--- src/sv/yuyv_to_yuv420_converter_macros.svh ---
// Assertion macros used by the converter top level.
`ifndef YUYV_TO_YUV420_CONVERTER_MACROS_SVH
`define YUYV_TO_YUV420_CONVERTER_MACROS_SVH

// Property that must hold at every clock edge outside reset.
`define YUV_ASSERT(lbl, prop, msg) \
  lbl: assert property (@(posedge clk_i) disable iff (!rst_ni) (prop)) else $error(msg);

// Condition in one cycle implies a condition in the next.
`define YUV_ASSERT_NEXT(lbl, pre, post, msg) \
  lbl: assert property (@(posedge clk_i) disable iff (!rst_ni) (pre) |=> (post)) \
    else $error(msg);

`endif

--- src/sv/yuv420_pkg.sv ---
// Types and constants for the YUYV to YUV 4:2:0 converter.
`default_nettype none

package yuv420_pkg;

  localparam int MAX_WIDTH   = 4096;
  localparam int MAX_HEIGHT  = 4096;
  localparam int STORE_DEPTH = MAX_WIDTH / 2;

  localparam int COL_W  = $clog2(STORE_DEPTH);
  localparam int PAIR_W = $clog2(STORE_DEPTH + 1);
  localparam int ROW_W  = $clog2(MAX_HEIGHT);
  localparam int ROWS_W = $clog2(MAX_HEIGHT + 1);

  localparam int CFG_W     = 13;
  localparam int REG_IDX_W = 1;
  localparam int ENTRY_W   = 14;

  localparam logic [REG_IDX_W-1:0] REG_FRAME_WIDTH  = 1'd0;
  localparam logic [REG_IDX_W-1:0] REG_FRAME_HEIGHT = 1'd1;

  localparam logic [CFG_W-1:0] WIDTH_RESET  = 13'd640;
  localparam logic [CFG_W-1:0] HEIGHT_RESET = 13'd480;

  // Queue between front and back.
  localparam int QDEPTH = 4;
  localparam int QPTR_W = $clog2(QDEPTH);
  localparam int QCNT_W = $clog2(QDEPTH + 1);

  typedef struct packed {
    logic [7:0] luma_first;
    logic [7:0] chroma_blue;
    logic [7:0] luma_second;
    logic [7:0] chroma_red;
  } in_beat_t;

  typedef struct packed {
    logic [7:0]  luma_first_out;
    logic [7:0]  luma_second_out;
    logic [23:0] luma_index;
    logic [7:0]  chroma_blue_out;
    logic [7:0]  chroma_red_out;
    logic        chroma_valid;
    logic [21:0] chroma_index;
    logic        frame_end;
  } out_beat_t;

  typedef struct packed {
    logic [CFG_W-1:0] frame_width;
    logic [CFG_W-1:0] frame_height;
  } cfg_t;

  // Classified beat as it leaves the front, with the line store entry.
  typedef struct packed {
    logic [7:0]         y0;
    logic [7:0]         y1;
    logic [23:0]        luma_index;
    logic [6:0]         u_half;
    logic [6:0]         v_half;
    logic               odd;
    logic [21:0]        chroma_index;
    logic               frame_end;
    logic [ENTRY_W-1:0] entry;
  } qent_t;

endpackage

`default_nettype wire

--- src/sv/yuv420_fifo.sv ---
// Short queue of classified beats between front and back.
`default_nettype none

module yuv420_fifo
  import yuv420_pkg::*;
(
  input  wire logic              clk_i,
  input  wire logic              rst_ni,
  input  wire logic              push_i,
  input  wire qent_t             data_i,
  input  wire logic              pop_i,
  output      qent_t             head_o,
  output      logic              nonempty_o,
  output      logic [QCNT_W-1:0] cnt_o
);

  qent_t             mem_q [QDEPTH];
  logic [QPTR_W-1:0] wptr_q, rptr_q;
  logic [QCNT_W-1:0] cnt_q;

  always_ff @(posedge clk_i or negedge rst_ni) begin
    if (!rst_ni) begin
      wptr_q <= '0;
      rptr_q <= '0;
      cnt_q  <= '0;
    end else begin
      if (push_i) begin
        wptr_q <= wptr_q + QPTR_W'(1);
      end
      if (pop_i) begin
        rptr_q <= rptr_q + QPTR_W'(1);
      end
      cnt_q <= cnt_q + QCNT_W'(push_i) - QCNT_W'(pop_i);
    end
  end

  always_ff @(posedge clk_i) begin
    if (push_i) begin
      mem_q[wptr_q] <= data_i;
    end
  end

  assign head_o     = mem_q[rptr_q];
  assign nonempty_o = cnt_q != '0;
  assign cnt_o      = cnt_q;

endmodule

`default_nettype wire

--- config.mk ---
export PLATFORM = sky130hd
export DESIGN_NAME = yuv420_fifo
export DESIGN_NICKNAME = d
export VERILOG_FILES = /design/src/sv/yuyv_to_yuv420_converter_macros.svh /design/src/sv/yuv420_pkg.sv /design/src/sv/yuv420_fifo.sv
export SDC_FILE = /design/constraint.sdc
export NUM_CORES = 1
export LEC_CHECK = 0
export BUFFER_PORTS_ARGS = -buffer_cell sky130_fd_sc_hd__buf_2
export CORE_AREA = 2 2 167 153
export CTS_CLUSTER_DIAMETER = 50
export CTS_CLUSTER_SIZE = 20
export DETAILED_ROUTE_END_ITERATION = 8
export DIE_AREA = 0 0 169 155
export PLACE_DENSITY = 0.78
export SETUP_SLACK_MARGIN = 0.3
export SLEW_MARGIN = 20
export SYNTH_ARGS = -nofsm -noshare
export SYNTH_HDL_FRONTEND = slang
export SYNTH_SLANG_ARGS = --single-unit
--- constraint.sdc ---
create_clock -name clk_i -period 4.25 [get_ports clk_i]
set_input_delay 0.425 -clock clk_i [delete_from_list [all_inputs] [get_ports clk_i]]
set_output_delay 0.425 -clock clk_i [all_outputs]
set_load 0.1 [all_outputs]
* After elaboration in Yosys (flattened, before gate mapping) *
Memory sizes are Yosys's and may differ from the RTL's.
Index checks and enable logic that the tools add are counted.
Widths: inputs -> output; s select.

cells by class
  $add $sub $neg = 4
  multiplexer cells = 2
  reduce and logical (&&, ||, !) cells = 1

operators with widths
  kind                 count
  $add 2x1->2 const B  2
  $add 3x1->3          1
  $reduce_bool 3->1    1
  $sub 3x1->3          1
  $mux 1               2

word-level totals
  register bits after elaboration = 7
  memory bits (writable) = 368
  output and inout port bits = 96
  word-level logic and storage cells = 11
  memories kept = 1

memory list
  memory  words  width  rd ports  clocked after memory_dff  wr ports  line               RTL
  mem_q   4      92     1         0                         1         yuv420_fifo.sv:17  qent_t mem_q [QDEPTH];

* Depth between registers and ports, before layout *
  depth after elaboration = 2
  mapped depth = 7
  depth with buffers taken out = 7

* Worst setup path before layout *
No wires, ideal clock.

  path kind = flip-flop to flip-flop
  start = register wptr_q[0]
  end = memory mem_q[0][0] in the netlist's numbering, enable pin
  library setup time = 0.461 ns
  arrival time = 2.753 ns
  setup slack = 1.036 ns
  cell stages (with the launch flop) = 4
  period minus slack after synthesis = 3.214 ns
  path through = dfrtp_1 > inv_1 > ha_1 > and2_1

RTL lines
  item                    line               RTL
  start, declared         yuv420_fifo.sv:18  logic [QPTR_W-1:0] wptr_q, rptr_q;
  start signal, assigned  yuv420_fifo.sv:28  wptr_q <= wptr_q + QPTR_W'(1);
  end, declared           yuv420_fifo.sv:17

No word-level cell before the write port.

==> flow_metrics.tcl <==
set metrics [dict create \
    status "finished, final reports clean" \
    slew-limit-headroom 0.366 \
    crit_arrival_ns 2.68 \
    routedWlPerCell_um 21.9 \
    yosysSeqAreaShare 0.818 \
    design_area_um2 16000 \
    first_pass_iters 4 \
    hp-start "data_i[89]" \
    worstSetupPathType "flip-flop to primary output" \
    grt-ovfl-total 0 \
    portBuffers 191 \
    required_ns 3.83 \
    ys_top_cells_by_area "edfxtp_1 (81%), mux4_2 (15%), dfrtp_1 (1.3%), buf_12 (1.0%), ha_1 (0.55%)" \
    root_buffer "clkbuf_16" \
    postCtsSetupRepairBufs 0 \
    clk_pin_slew_ns 0.08 \
    gp_congestion 0.714 \
    hp-class "input pin to flip-flop" \
    worst_slew_pin_slew_ns 0.951 \
    drt_iter0_drc 464 \
    cts_tree "yes" \
    layout_common_cells "edfxtp_1 (368), buf_2 (191), mux4_2 (92)" \
    setup_violations 0 \
    track_usage 0.179 \
    fmax_ghz 0.323 \
    syn_area_um2 13700 \
    drv_slew 0 \
    layout-drive-gt1-share 0.468 \
    cap_violations 0 \
    grt_setup_unrepaired "no" \
    final_common_cell "edfxtp_1" \
    crit_start "rptr_q[1]$_DFFE_PN0P_" \
    cts_buffers 29 \
    synth_top_area_cell "edfxtp_1" \
    clockBufferDepth 3 \
    drt_wl_total_um 23300 \
    core-area_um2 24600 \
    finalCritPeriodShare 0.730 \
    first_global_vias 6373 \
    vias 5977 \
    fp.dieH_um 155 \
    fin_crit_ns 3.10 \
    crit-reg2reg-launch "wptr_q[1]$_DFFE_PN0P_" \
    crit_fanout 58 \
    end_kind "primary output" \
    yosys_warnings 0 \
    fin_nets 831 \
    htreeDepth 1 \
    dp_hpwl_um 14300 \
    clk_latency_ns 0.54 \
    synth_area_per_cell_um2 26.7 \
    cts_resized 0 \
    ys_types 17 \
    grt_max_degree 62 \
    synth_top_area_frac 0.805 \
    cts.sinks 375 \
    tns_ns 0 \
    initial_core_util 0.557 \
    hold_viol 0 \
    antenna_left 0 \
    drcViolationCount 0 \
    finClkSkew_ns 0.0145 \
    synth-seq-cells 375 \
    grt_pass1_wl_um 35800 \
    antenna_found_initial 2 \
    io_pins 192 \
    rows 55 \
    synthCells 514 \
    area_delta_synth_final_pct 16.3 \
    vias_per_cell 5.61 \
    dieWidth_um 169 \
    placed_area_um2 15000 \
    startpoint_type "flip-flop" \
    syn-num-nets 617 \
    die_area_um2 26200 \
]
[cell type report]
cell class / count / area (um^2)
flip-flops and latches: 375 / 11200
fillers: 1603 / 8680
multi-input cells: 112 / 2260
repair buffers: 204 / 1070
clock buffers: 30 / 729
well taps: 313 / 392
clock inverters: 23 / 241
inverters: 6 / 22.5
diodes: 2 / 5.00
[per-stage QoR]
step / utilization / cells / hold WS [ns] / setup slack (ns)
2_1_floorplan: - / 514 / 0.129 / 1.04
3_3_place_gp: 0.608 / 1009 / 0.264 / 1.68
3_5_place_dp: 0.608 / 1009 / 0.272 / 1.66
4_1_cts: 0.647 / 1063 / 0.0695 / 1.06
5_1_grt: 0.648 / 1065 / 0.0744 / 1.00
6_report: 0.648 / 1065 / 0.0958 / 1.15
[flip-flops by register name, indices dropped and copies added, names as in the netlist]
| register | cells |
|---|---|
| rptr_q | 2 |
| wptr_q | 2 |
| mem_q | 368 |
| cnt_o | 3 |
[synth_stat cells (all sizes together)]
master / number
mux4: 92
fa: 1
dfrtp: 7
xnor2: 3
o21ai: 1
and2: 4
buf: 19
ha: 6
nand2: 2
inv: 6
edfxtp: 368
xor2: 2
clkbuf: 2
or3: 1
[layer usage]
| metal | track usage | vias up | wire length, um |
|---|---|---|---|
| li1 | - | 2652 | - |
| met1 | 0.238 | 3129 | 9180 |
| met2 | 0.308 | 172 | 12500 |
| met3 | 0.0343 | 24 | 1220 |
| met4 | 0.0529 | 0 | 395 |
| met5 | 0 | - | 0 |
[path summary, 6_finish.rpt]
| check | to | slack, ns | cells after the start |
|---|---|---|---|
| worst max-delay path | head_o[32] | 1.15 | 3 |
| worst min-delay path | mem_q[1][89]$_DFFE_PP_ | 0.1 | 1 |
| worst max register to register | mem_q[1][30]$_DFFE_PP_ | 2.00 | 4 |
| worst min register to register | wptr_q[0]$_DFFE_PN0P_ | 0.55 | 1 |
| max in group asynchronous | rptr_q[0]$_DFFE_PN0P_ | 3.79 | 2 |
| min in group asynchronous | rptr_q[1]$_DFFE_PN0P_ | 0.27 | 2 |
[critical path, stage by stage, from the launching register on]
cell and delay, ns:
dfrtp_4 0.97, buf_4 0.45, mux4_2 0.27, buf_2 0.43
[kinds of logic after synthesis]
kind of cell	Yosys count	share of synthesized area
xor gates and xnor gates	5	0.00319
muxes	92	0.151
AOI/OAI and AO/OA	1	0.000364
DFF	375	0.818
adders and majority gates	7	0.00693
buffers and inverters	27	0.0178
and+or+nand+nor	7	0.00283
[repair_timing]
| item | 4_1_cts | 5_1_grt |
|---|---|---|
| endpoints found under the setup margin | 0 | 0 |
| endpoints found under the hold margin | 7 | 0 |
| hold buffers | 1 | 0 |
Power is not shown: default switching activity piles up to over one toggle a cycle in this logic, so the estimate is an artifact.
