**src/sv/yuyv_to_yuv420_converter_macros.svh**
```systemverilog
// Assertion macros used by the converter top level.
`ifndef YUYV_TO_YUV420_CONVERTER_MACROS_SVH
`define YUYV_TO_YUV420_CONVERTER_MACROS_SVH

// Property that must hold at every clock edge outside reset.
`define YUV_ASSERT(lbl, prop, msg) \
  lbl: assert property (@(posedge clk_i) disable iff (!rst_ni) (prop)) else $error(msg);

// Condition in one cycle implies a condition in the next.
`define YUV_ASSERT_NEXT(lbl, pre, post, msg) \
  lbl: assert property (@(posedge clk_i) disable iff (!rst_ni) (pre) |=> (post)) \
    else $error(msg);

`endif

```
**src/sv/yuv420_pkg.sv**
```systemverilog
// Types and constants for the YUYV to YUV 4:2:0 converter.
`default_nettype none

package yuv420_pkg;

  localparam int MAX_WIDTH   = 4096;
  localparam int MAX_HEIGHT  = 4096;
  localparam int STORE_DEPTH = MAX_WIDTH / 2;

  localparam int COL_W  = $clog2(STORE_DEPTH);
  localparam int PAIR_W = $clog2(STORE_DEPTH + 1);
  localparam int ROW_W  = $clog2(MAX_HEIGHT);
  localparam int ROWS_W = $clog2(MAX_HEIGHT + 1);

  localparam int CFG_W     = 13;
  localparam int REG_IDX_W = 1;
  localparam int ENTRY_W   = 14;

  localparam logic [REG_IDX_W-1:0] REG_FRAME_WIDTH  = 1'd0;
  localparam logic [REG_IDX_W-1:0] REG_FRAME_HEIGHT = 1'd1;

  localparam logic [CFG_W-1:0] WIDTH_RESET  = 13'd640;
  localparam logic [CFG_W-1:0] HEIGHT_RESET = 13'd480;

  // Queue between front and back.
  localparam int QDEPTH = 4;
  localparam int QPTR_W = $clog2(QDEPTH);
  localparam int QCNT_W = $clog2(QDEPTH + 1);

  typedef struct packed {
    logic [7:0] luma_first;
    logic [7:0] chroma_blue;
    logic [7:0] luma_second;
    logic [7:0] chroma_red;
  } in_beat_t;

  typedef struct packed {
    logic [7:0]  luma_first_out;
    logic [7:0]  luma_second_out;
    logic [23:0] luma_index;
    logic [7:0]  chroma_blue_out;
    logic [7:0]  chroma_red_out;
    logic        chroma_valid;
    logic [21:0] chroma_index;
    logic        frame_end;
  } out_beat_t;

  typedef struct packed {
    logic [CFG_W-1:0] frame_width;
    logic [CFG_W-1:0] frame_height;
  } cfg_t;

  // Classified beat as it leaves the front, with the line store entry.
  typedef struct packed {
    logic [7:0]         y0;
    logic [7:0]         y1;
    logic [23:0]        luma_index;
    logic [6:0]         u_half;
    logic [6:0]         v_half;
    logic               odd;
    logic [21:0]        chroma_index;
    logic               frame_end;
    logic [ENTRY_W-1:0] entry;
  } qent_t;

endpackage

`default_nettype wire

```
**src/sv/yuv420_back.sv**
```systemverilog
// Back end: chroma averaging and the output register.
`default_nettype none

module yuv420_back
  import yuv420_pkg::*;
(
  input  wire logic      clk_i,
  input  wire logic      rst_ni,
  input  wire qent_t     head_i,
  input  wire logic      nonempty_i,
  output      logic      q_pop_o,
  output      logic      empty,
  input  wire logic      pop,
  output      out_beat_t out_beat_o
);

  logic      out_valid_q;
  out_beat_t out_q, out_d;

  assign q_pop_o = nonempty_i && (!out_valid_q || pop);

  always_comb begin
    out_d.luma_first_out  = head_i.y0;
    out_d.luma_second_out = head_i.y1;
    out_d.luma_index      = head_i.luma_index;
    out_d.chroma_valid    = head_i.odd;
    out_d.frame_end       = head_i.frame_end;
    if (head_i.odd) begin
      out_d.chroma_blue_out = {1'b0, head_i.entry[13:7]} + {1'b0, head_i.u_half};
      out_d.chroma_red_out  = {1'b0, head_i.entry[6:0]} + {1'b0, head_i.v_half};
      out_d.chroma_index    = head_i.chroma_index;
    end else begin
      out_d.chroma_blue_out = '0;
      out_d.chroma_red_out  = '0;
      out_d.chroma_index    = '0;
    end
  end

  always_ff @(posedge clk_i or negedge rst_ni) begin
    if (!rst_ni) begin
      out_valid_q <= 1'b0;
    end else if (q_pop_o) begin
      out_valid_q <= 1'b1;
    end else if (pop) begin
      out_valid_q <= 1'b0;
    end
  end

  always_ff @(posedge clk_i) begin
    if (q_pop_o) begin
      out_q <= out_d;
    end
  end

  assign empty      = !out_valid_q;
  assign out_beat_o = out_q;

endmodule

`default_nettype wire

```
**config.mk**
```make
export PLATFORM = sky130hd
export DESIGN_NAME = yuv420_back
export DESIGN_NICKNAME = d
export VERILOG_FILES = /design/src/sv/yuyv_to_yuv420_converter_macros.svh /design/src/sv/yuv420_pkg.sv /design/src/sv/yuv420_back.sv
export SDC_FILE = /design/constraint.sdc
export NUM_CORES = 1
export LEC_CHECK = 0
export BUFFER_PORTS_ARGS = -buffer_cell sky130_fd_sc_hd__buf_2
export CAP_MARGIN = 0
export CORE_MARGIN = 2
export CORE_UTILIZATION = 48
export CTS_BUF_LIST = sky130_fd_sc_hd__clkbuf_4 sky130_fd_sc_hd__clkbuf_8 sky130_fd_sc_hd__clkbuf_16
export DETAILED_ROUTE_END_ITERATION = 10
export PLACE_DENSITY = 0.85
export SLEW_MARGIN = 40
export SYNTH_ARGS = -nofsm -noshare
export SYNTH_HDL_FRONTEND = slang
export SYNTH_SLANG_ARGS = --single-unit
```
**constraint.sdc**
```tcl
create_clock -name clk_i -period 7.65 [get_ports clk_i]
set_clock_uncertainty 0.2 [all_clocks]
set_input_delay 1.1475 -clock clk_i [delete_from_list [all_inputs] [get_ports clk_i]]
set_output_delay 1.1475 -clock clk_i [all_outputs]
set_load 0.01 [all_outputs]
```
# Yosys cells after proc, flatten, opt, wreduce, memory -nomap -nowiden

Index checks and enable logic that the tools add are counted.

$add $sub $neg: 2
Muxes and demuxes: 2
Reduce and logical (&&, ||, !) cells: 4

Operator list:

| kind                 | count |
|---|---|
| adder 7 x 7 -> 8 bit | 2 |
| two-way mux 1 bit    | 2 |
| nonzero test 2 bit   | 1 |
| logical AND 1 bit    | 1 |
| logical NOT 1 bit    | 1 |
| logical OR 1 bit     | 1 |

Register bits after elaboration: 81
Input bits: 96
Output and inout port bits: 82

# Depth between registers and ports, before layout

Gate-level depths: netlist of the first run.

Word-level depth: 4
Mapped depth: 7

# Worst setup path after synthesis of the first run

OpenSTA, ideal clock, no wires.

Path type: in2out
Start point: in pop
End point: out q_pop_o
Path buffers: 0
Required time: 6.303 ns
Stages on the path: 2
Path slack: 3.116 ns
Arrival time: 3.186 ns
Cell sequence: nand2b_1 -> and2_1

Word-level cells in the longest chain between the ends: 2

RTL lines:

| item              | RTL line          | source |
|---|---|---|
| start, declared   | yuv420_back.sv:13 | `input wire logic pop,` |
| logical OR 1 bit  | yuv420_back.sv:20 | `assign q_pop_o = nonempty_i && (!out_valid_q \|\| pop);` |
| logical AND 1 bit | yuv420_back.sv:20 |  |
| end, declared     | yuv420_back.sv:11 | `output logic q_pop_o,` |

Every way passes these cells.

# Worst setup path in the final report of the first run

Same ends and word-level chain as after synthesis.

==> impl_results.md, run 1 <==
- CTS Sinks: 81
- RePlAce Congestion: between 0.7 and 0.8
- Syn_nets: between 300 and 400
- GRT overflow: 0
- Multi-input gate area: 807 um2
- Vias in the first global route: ~2200
- Max-cap viol count: 0
- Uppermost routed layer: met4
- Final Max Slew Viols: 0
- VDD IR-drop max: around 0.000092 V
- Cts bufs inserted: 9
- Fin cells: around 480
- Die Area: roughly 7500 um2
- Setup slack, reg-to-reg: between 5000 and 6000 ps
- Setup tns final: 0 ps
- Arrival time at the worst endpoint: about 2100 ps
- Setup repair bufs after CTS: 0
- P per Cell Area: about 220 nW/um2
- Chip width: 86.8 um
- Worst R2R Start: out_valid_q
- Vias per cell: between 4 and 5
- Ant diodes: 0
- Leakage: a little over 2 nW
- Worst r2r dst: out_beat_o[32]
- Total length of routed met2 wires: around 4000 um
- DR WL/cell: between 15 and 20 um
- Sequential area share after synthesis: 0.738
- Synth Area per Inst: about 16 um2
- Hpwl dp: roughly 5600 um
- Die Height: 86.8 um
- DRT Pass-1 Iters: 7
- Filler Cells Inserted: 476
- Worst Setup Start Kind: primary input
- # setup viols final: 0
- # DRC: 0
- Syn-to-layout area delta: 36.9%
- Tot GR Track Use: 0.192
- PostCTS Resize Cnt: 0
- Hold Crit Class: primary input to asynchronous set/reset pin
- FF+latch area: around 2400 um2
- #FFs+latches synth: 81
- Outcome: finished, final reports clean
- Crit-path max FO: 46
- Number of distinct library cells after synthesis: 28
- Post-synthesis instance total: ~210
- Initial antenna violation count: 0
- Met3 wire length: between 500 and 600 um
- Placed cells: about 460
- Fin. Hold Viols: 0
- Io pins: 178
- Wl on met1: between 2000 and 3000 um
- CTS HTree Levels: 3
- CTS tree: yes
- Initial DRC Count: a little over 90
- Required @ worst endpoint: ~6300 ps
- Via count: 2360
- Worst Setup SP: pop
- Final worst-path cycle share: 0.452
- Max Root-Sink Buffers: 2
- Total Power: ~1.0 mW
- Clk_lat worst skew: 350 ps
- CP Capture Type: output pin
- Layout Nets: roughly 500
- Final critical-path required period: between 3000 and 4000 ps
- Post-Route WL: ~7300 um
- Max Freq: slightly below 0.3 GHz
- IO Port Bufs: 177
- First-pass GRT wire length: between 10000 and 15000 um
- Ys Warns: 0
- Worst-path clk slew: ~80 ps
- Top post-synthesis cells by area: edfxtp_1 73%, ha_1 5.3%, and2_1 4.8%
- Crit Path Category: primary input to output pin
- Root buffer cell: clkbuf_8
- Starting Density: 0.490
- RSZ-0062 raised after global routing: false
- DRT antenna net count: 0
- Area leader, netlist: edfxtp_1
- Synth top area share: 0.730
- Post-Syn Area: ~3300 um2
- Worst Tran Pin Value: between 600 and 700 ps
- Share of post-route cells with drive strength above 1: 0.506
- # rows: 30
- R2r worst-path depth: 3
- Largest net degree at the start of global routing: 47
- Core area: 6720 um2
- Relative slew margins: 0.580
- Post-CTS Hold Buffers: 0
## worst max path at each step
| stage | endpoint | slack (ps) | cells past startpoint |
|---|---|---|---|
| after floorplan | q_pop_o | 3120 | 2 |
| after global placement | q_pop_o | 3890 | 4 |
| after detailed placement | q_pop_o | 4190 | 4 |
| after CTS | q_pop_o | 4190 | 4 |
| after global routing | q_pop_o | 4100 | 4 |
| final | q_pop_o | 4190 | 4 |
## final cells by class
class,count,area share
clock inverters,6,0.0200
repair buffers,178,0.201
inverters,11,0.00917
well taps,80,0.0222
clock buffers,10,0.0292
flip-flops and latches,81,0.539
multi-input cells,111,0.179
## per-layer routing
metal	global-route usage	vias up
met3	0.0543	12
met1	0.208	1097
met2	0.345	110
met5	0	-
met4	0.0909	0
li1	-	1141
## cells in the mapped netlist
library cell,n
o21ai_1,4
o21a_1,4
nand3_1,4
buf_2,1
o21ai_2,2
nor4b_1,2
a21oi_1,4
nor3b_1,2
nand2b_1,2
fa_1,2
a31oi_1,2
nand4_1,2
a211oi_1,2
o211a_1,2
and2b_1,2
ha_1,14
a211oi_2,2
nor2_1,14
edfxtp_1,80
nand2_1,2
and2_1,25
o31ai_2,2
inv_1,11
dfrtp_1,1
a21o_1,4
clkbuf_1,3
nor2b_1,4
o21ai_0,8
## sequential cells by signal, summed over array words and instances (netlist names)
signal and flops:
out_beat_o 80, out_valid_q 1
## worst max-delay path, cell delays in order
cell      delay [ps]
buf_2             70
nand2b_1         110
and2_4           540
buf_2            240
## report_power, final
| part | total (mW) | switching [mW] | internal [mW] |
|---|---|---|---|
| clock network | 0.340 | 0.151 | 0.189 |
| registers | 0.527 | 0.00619 | 0.520 |
| logic | 0.130 | 0.0712 | 0.0585 |
## cell usage in the layout, fill, tap and decap left out, types with 4 or more instances in the layout
master / instances
a21o_1: 4
a21oi_1: 4
and2_1: 24
buf_2: 177
clkbuf_8: 9
edfxtp_1: 80
ha_1: 14
inv_1: 11
nand3_1: 4
nor2_1: 14
nor2b_1: 4
o21a_1: 4
o21ai_0: 8
o21ai_1: 4
## through the flow
step | utilization | worst slack [ps] | area [um2] | hold WS (ps)
3_5_place_dp | 0.637 | 4190 | 4280 | 351
5_1_grt | 0.670 | 4100 | 4500 | 346
2_1_floorplan | - | 3120 | 3290 | 271
6_report | 0.670 | 4190 | 4500 | 359
3_3_place_gp | 0.634 | 3890 | 4260 | 294
4_1_cts | 0.670 | 4190 | 4500 | 343
## logic make-up after synthesis
group | Yosys count | synth area share
AO/OA/AOI/OAI | 36 | 0.0776
flip-flops | 81 | 0.738
buffers and inverters | 15 | 0.0175
adder cells (fa/ha/maj) | 16 | 0.0654
AND/OR/NAND/NOR | 59 | 0.102
Note: power is estimated with default switching activity, not from simulation.
==> inputs of run 2 (changes only) <==
CORE_UTILIZATION = 44   (was 48)
PLACE_DENSITY = 0.79   (was 0.85)
clock period = 3.5 ns   (was 7.65 ns; I/O delays follow)
==> run 2 against run 1 <==
Net effect: cell count increased by 4.4%; combinational power is 120% higher; via count rose by 1.7%; clock power rose by 110%; critical path depth is 4 higher; first-iteration DRC count up 30%; largest power group unchanged; design area is 0.50% higher; critical path type is now primary input to flip-flop; core utilization decreased by 4.6 points.
==> impl_results.md, run 2 (synthesis gave the netlist of run 1 again) <==
- # setup viols final: 0
- Arrival time at the worst endpoint: 1800 ps
- Design area: approximately 4500 um2
- WHS: 157 ps
- Layout Nets: approximately 510
- Max Freq: 0.521 GHz
- CTS tree: yes
- Leakage: between 2 and 2.5 nW
- GRT overflow: 0
- DR WL/cell: 15.0 um
- Io pins: 178
- Relative slew margins: 0.570
- Required @ worst endpoint: between 3000 and 4000 ps
- Vias in the first global route: around 2300
- Syn-to-layout area delta: 37.6%
- Post-Route WL: between 7000 and 8000 um
- Filler Cells Inserted: between 500 and 600
- Worst-path clk slew: 90 ps
- Max reg flops: 80
- Post-DP Area: roughly 4300 um2
- Die Area: roughly 8200 um2
- Crit Path Category: primary input to flip-flop
- Final worst-path cycle share: 0.548
- Share of post-route cells with drive strength above 1: 0.504
- Cts bufs inserted: 9
- Hold Crit Class: primary input to flip-flop
- Chip width: between 90 and 100 um
- Max Root-Sink Buffers: 2
- Most frequent cells in the layout: 177 x buf_2, 80 x edfxtp_1, 24 x and2_1, 14 x nor2_1, 14 x ha_1
- Clk_lat worst skew: roughly 340 ps
- Starting Density: 0.454
- Setup repair bufs after CTS: 0
- Post-CTS Hold Buffers: 1
- Max-cap viol count: 0
- First-pass GRT wire length: around 12000 um
- DRT antenna net count: 0
- Tot GR Track Use: 0.185
- Hpwl dp: 5820 um
- PostCTS Resize Cnt: 0
- CP Capture Type: flip-flop
- DRT Pass-1 Iters: 5
- Ant diodes: 0
- # DRC: 0
- P per Cell Area: 479 nW/um2
- CTS HTree Levels: 3
- Vias per cell: 4.82
- Fin. Hold Viols: 0
- Worst Tran Pin Value: ~640 ps
- IO Port Bufs: 177
- Worst Setup Start Kind: primary input
- Crit-path max FO: 3
- Initial DRC Count: 120
- RePlAce Congestion: 0.806
- Final critical-path required period: 1920 ps
- Outcome: finished, final reports clean
- Core area: 7250 um2
- VDD IR-drop max: approximately 0.00019 V
- Root buffer cell: clkbuf_8
- # rows: 31
- Largest net degree at the start of global routing: 52
- Setup tns final: 0 ps
- Most common cell after layout, fill and taps aside: buf_2
- Initial antenna violation count: 0
- RSZ-0062 raised after global routing: false
- Final Max Slew Viols: 0
- CTS Sinks: 81
- Via count: 2399
- Die Height: just over 90 um
==> run 2: cell types whose count changed in the layout (fill, tap and decap cells not counted), sizes merged <==
cell,change
clkbuf,-1
buf,+1
dlygate4sd3,+1
clkinvlp,-1
clkinv,+2
==> run 2: path summary, 6_finish.rpt <==
path,start,endpoint,slack [ps],cells after the start
min,head_i[68],out_beat_o[56],160,1
max,head_i[0],out_beat_o[30],1580,8
min reg2reg,out_valid_q,out_valid_q,330,2
min in group asynchronous,rst_ni,out_valid_q,300,2
max in group asynchronous,rst_ni,out_valid_q,2720,2
max reg2reg,out_valid_q,out_beat_o[38],1740,3
==> run 2: stage by stage <==
stage	setup slack (ps)	utilization	total power, mW	std cells
global route	1510	0.624	2.26	498
CTS	1610	0.624	2.19	498
global placement	1290	0.593	1.45	481
detailed placement	1240	0.593	1.46	481
finish	1580	0.624	2.17	498
floorplan	211	-	1.32	207
==> run 2: power by group <==
part           switching [mW]  internal, mW
Clock                   0.328         0.402
Combinational           0.157         0.128
Sequential             0.0135          1.14
Total                   0.499          1.67
==> run 2: per-layer routing <==
metal	track usage	part of all wire
met1	0.213	0.39
met2	0.322	0.51
met3	0.0626	0.073
met4	0.0641	0.023
met5	0	0
==> run 2: cell type report <==
cell class | instances | area, um2 | share of cell area
tap | 99 | 124 | 0.0274
clock inverter | 7 | 91.3 | 0.0202
sequential | 81 | 2430 | 0.536
clock buffer | 9 | 124 | 0.0274
multi-input combinational | 111 | 807 | 0.178
timing repair buffer | 180 | 911 | 0.201
inverter | 11 | 41.3 | 0.00912
==> run 2: worst max-delay path, stage by stage <==
cell     delay [ps]
buf_2           100
ha_1            230
inv_1            80
fa_1            170
and2b_1         210
o31ai_2         270
a21o_1          160
nand3_1          60
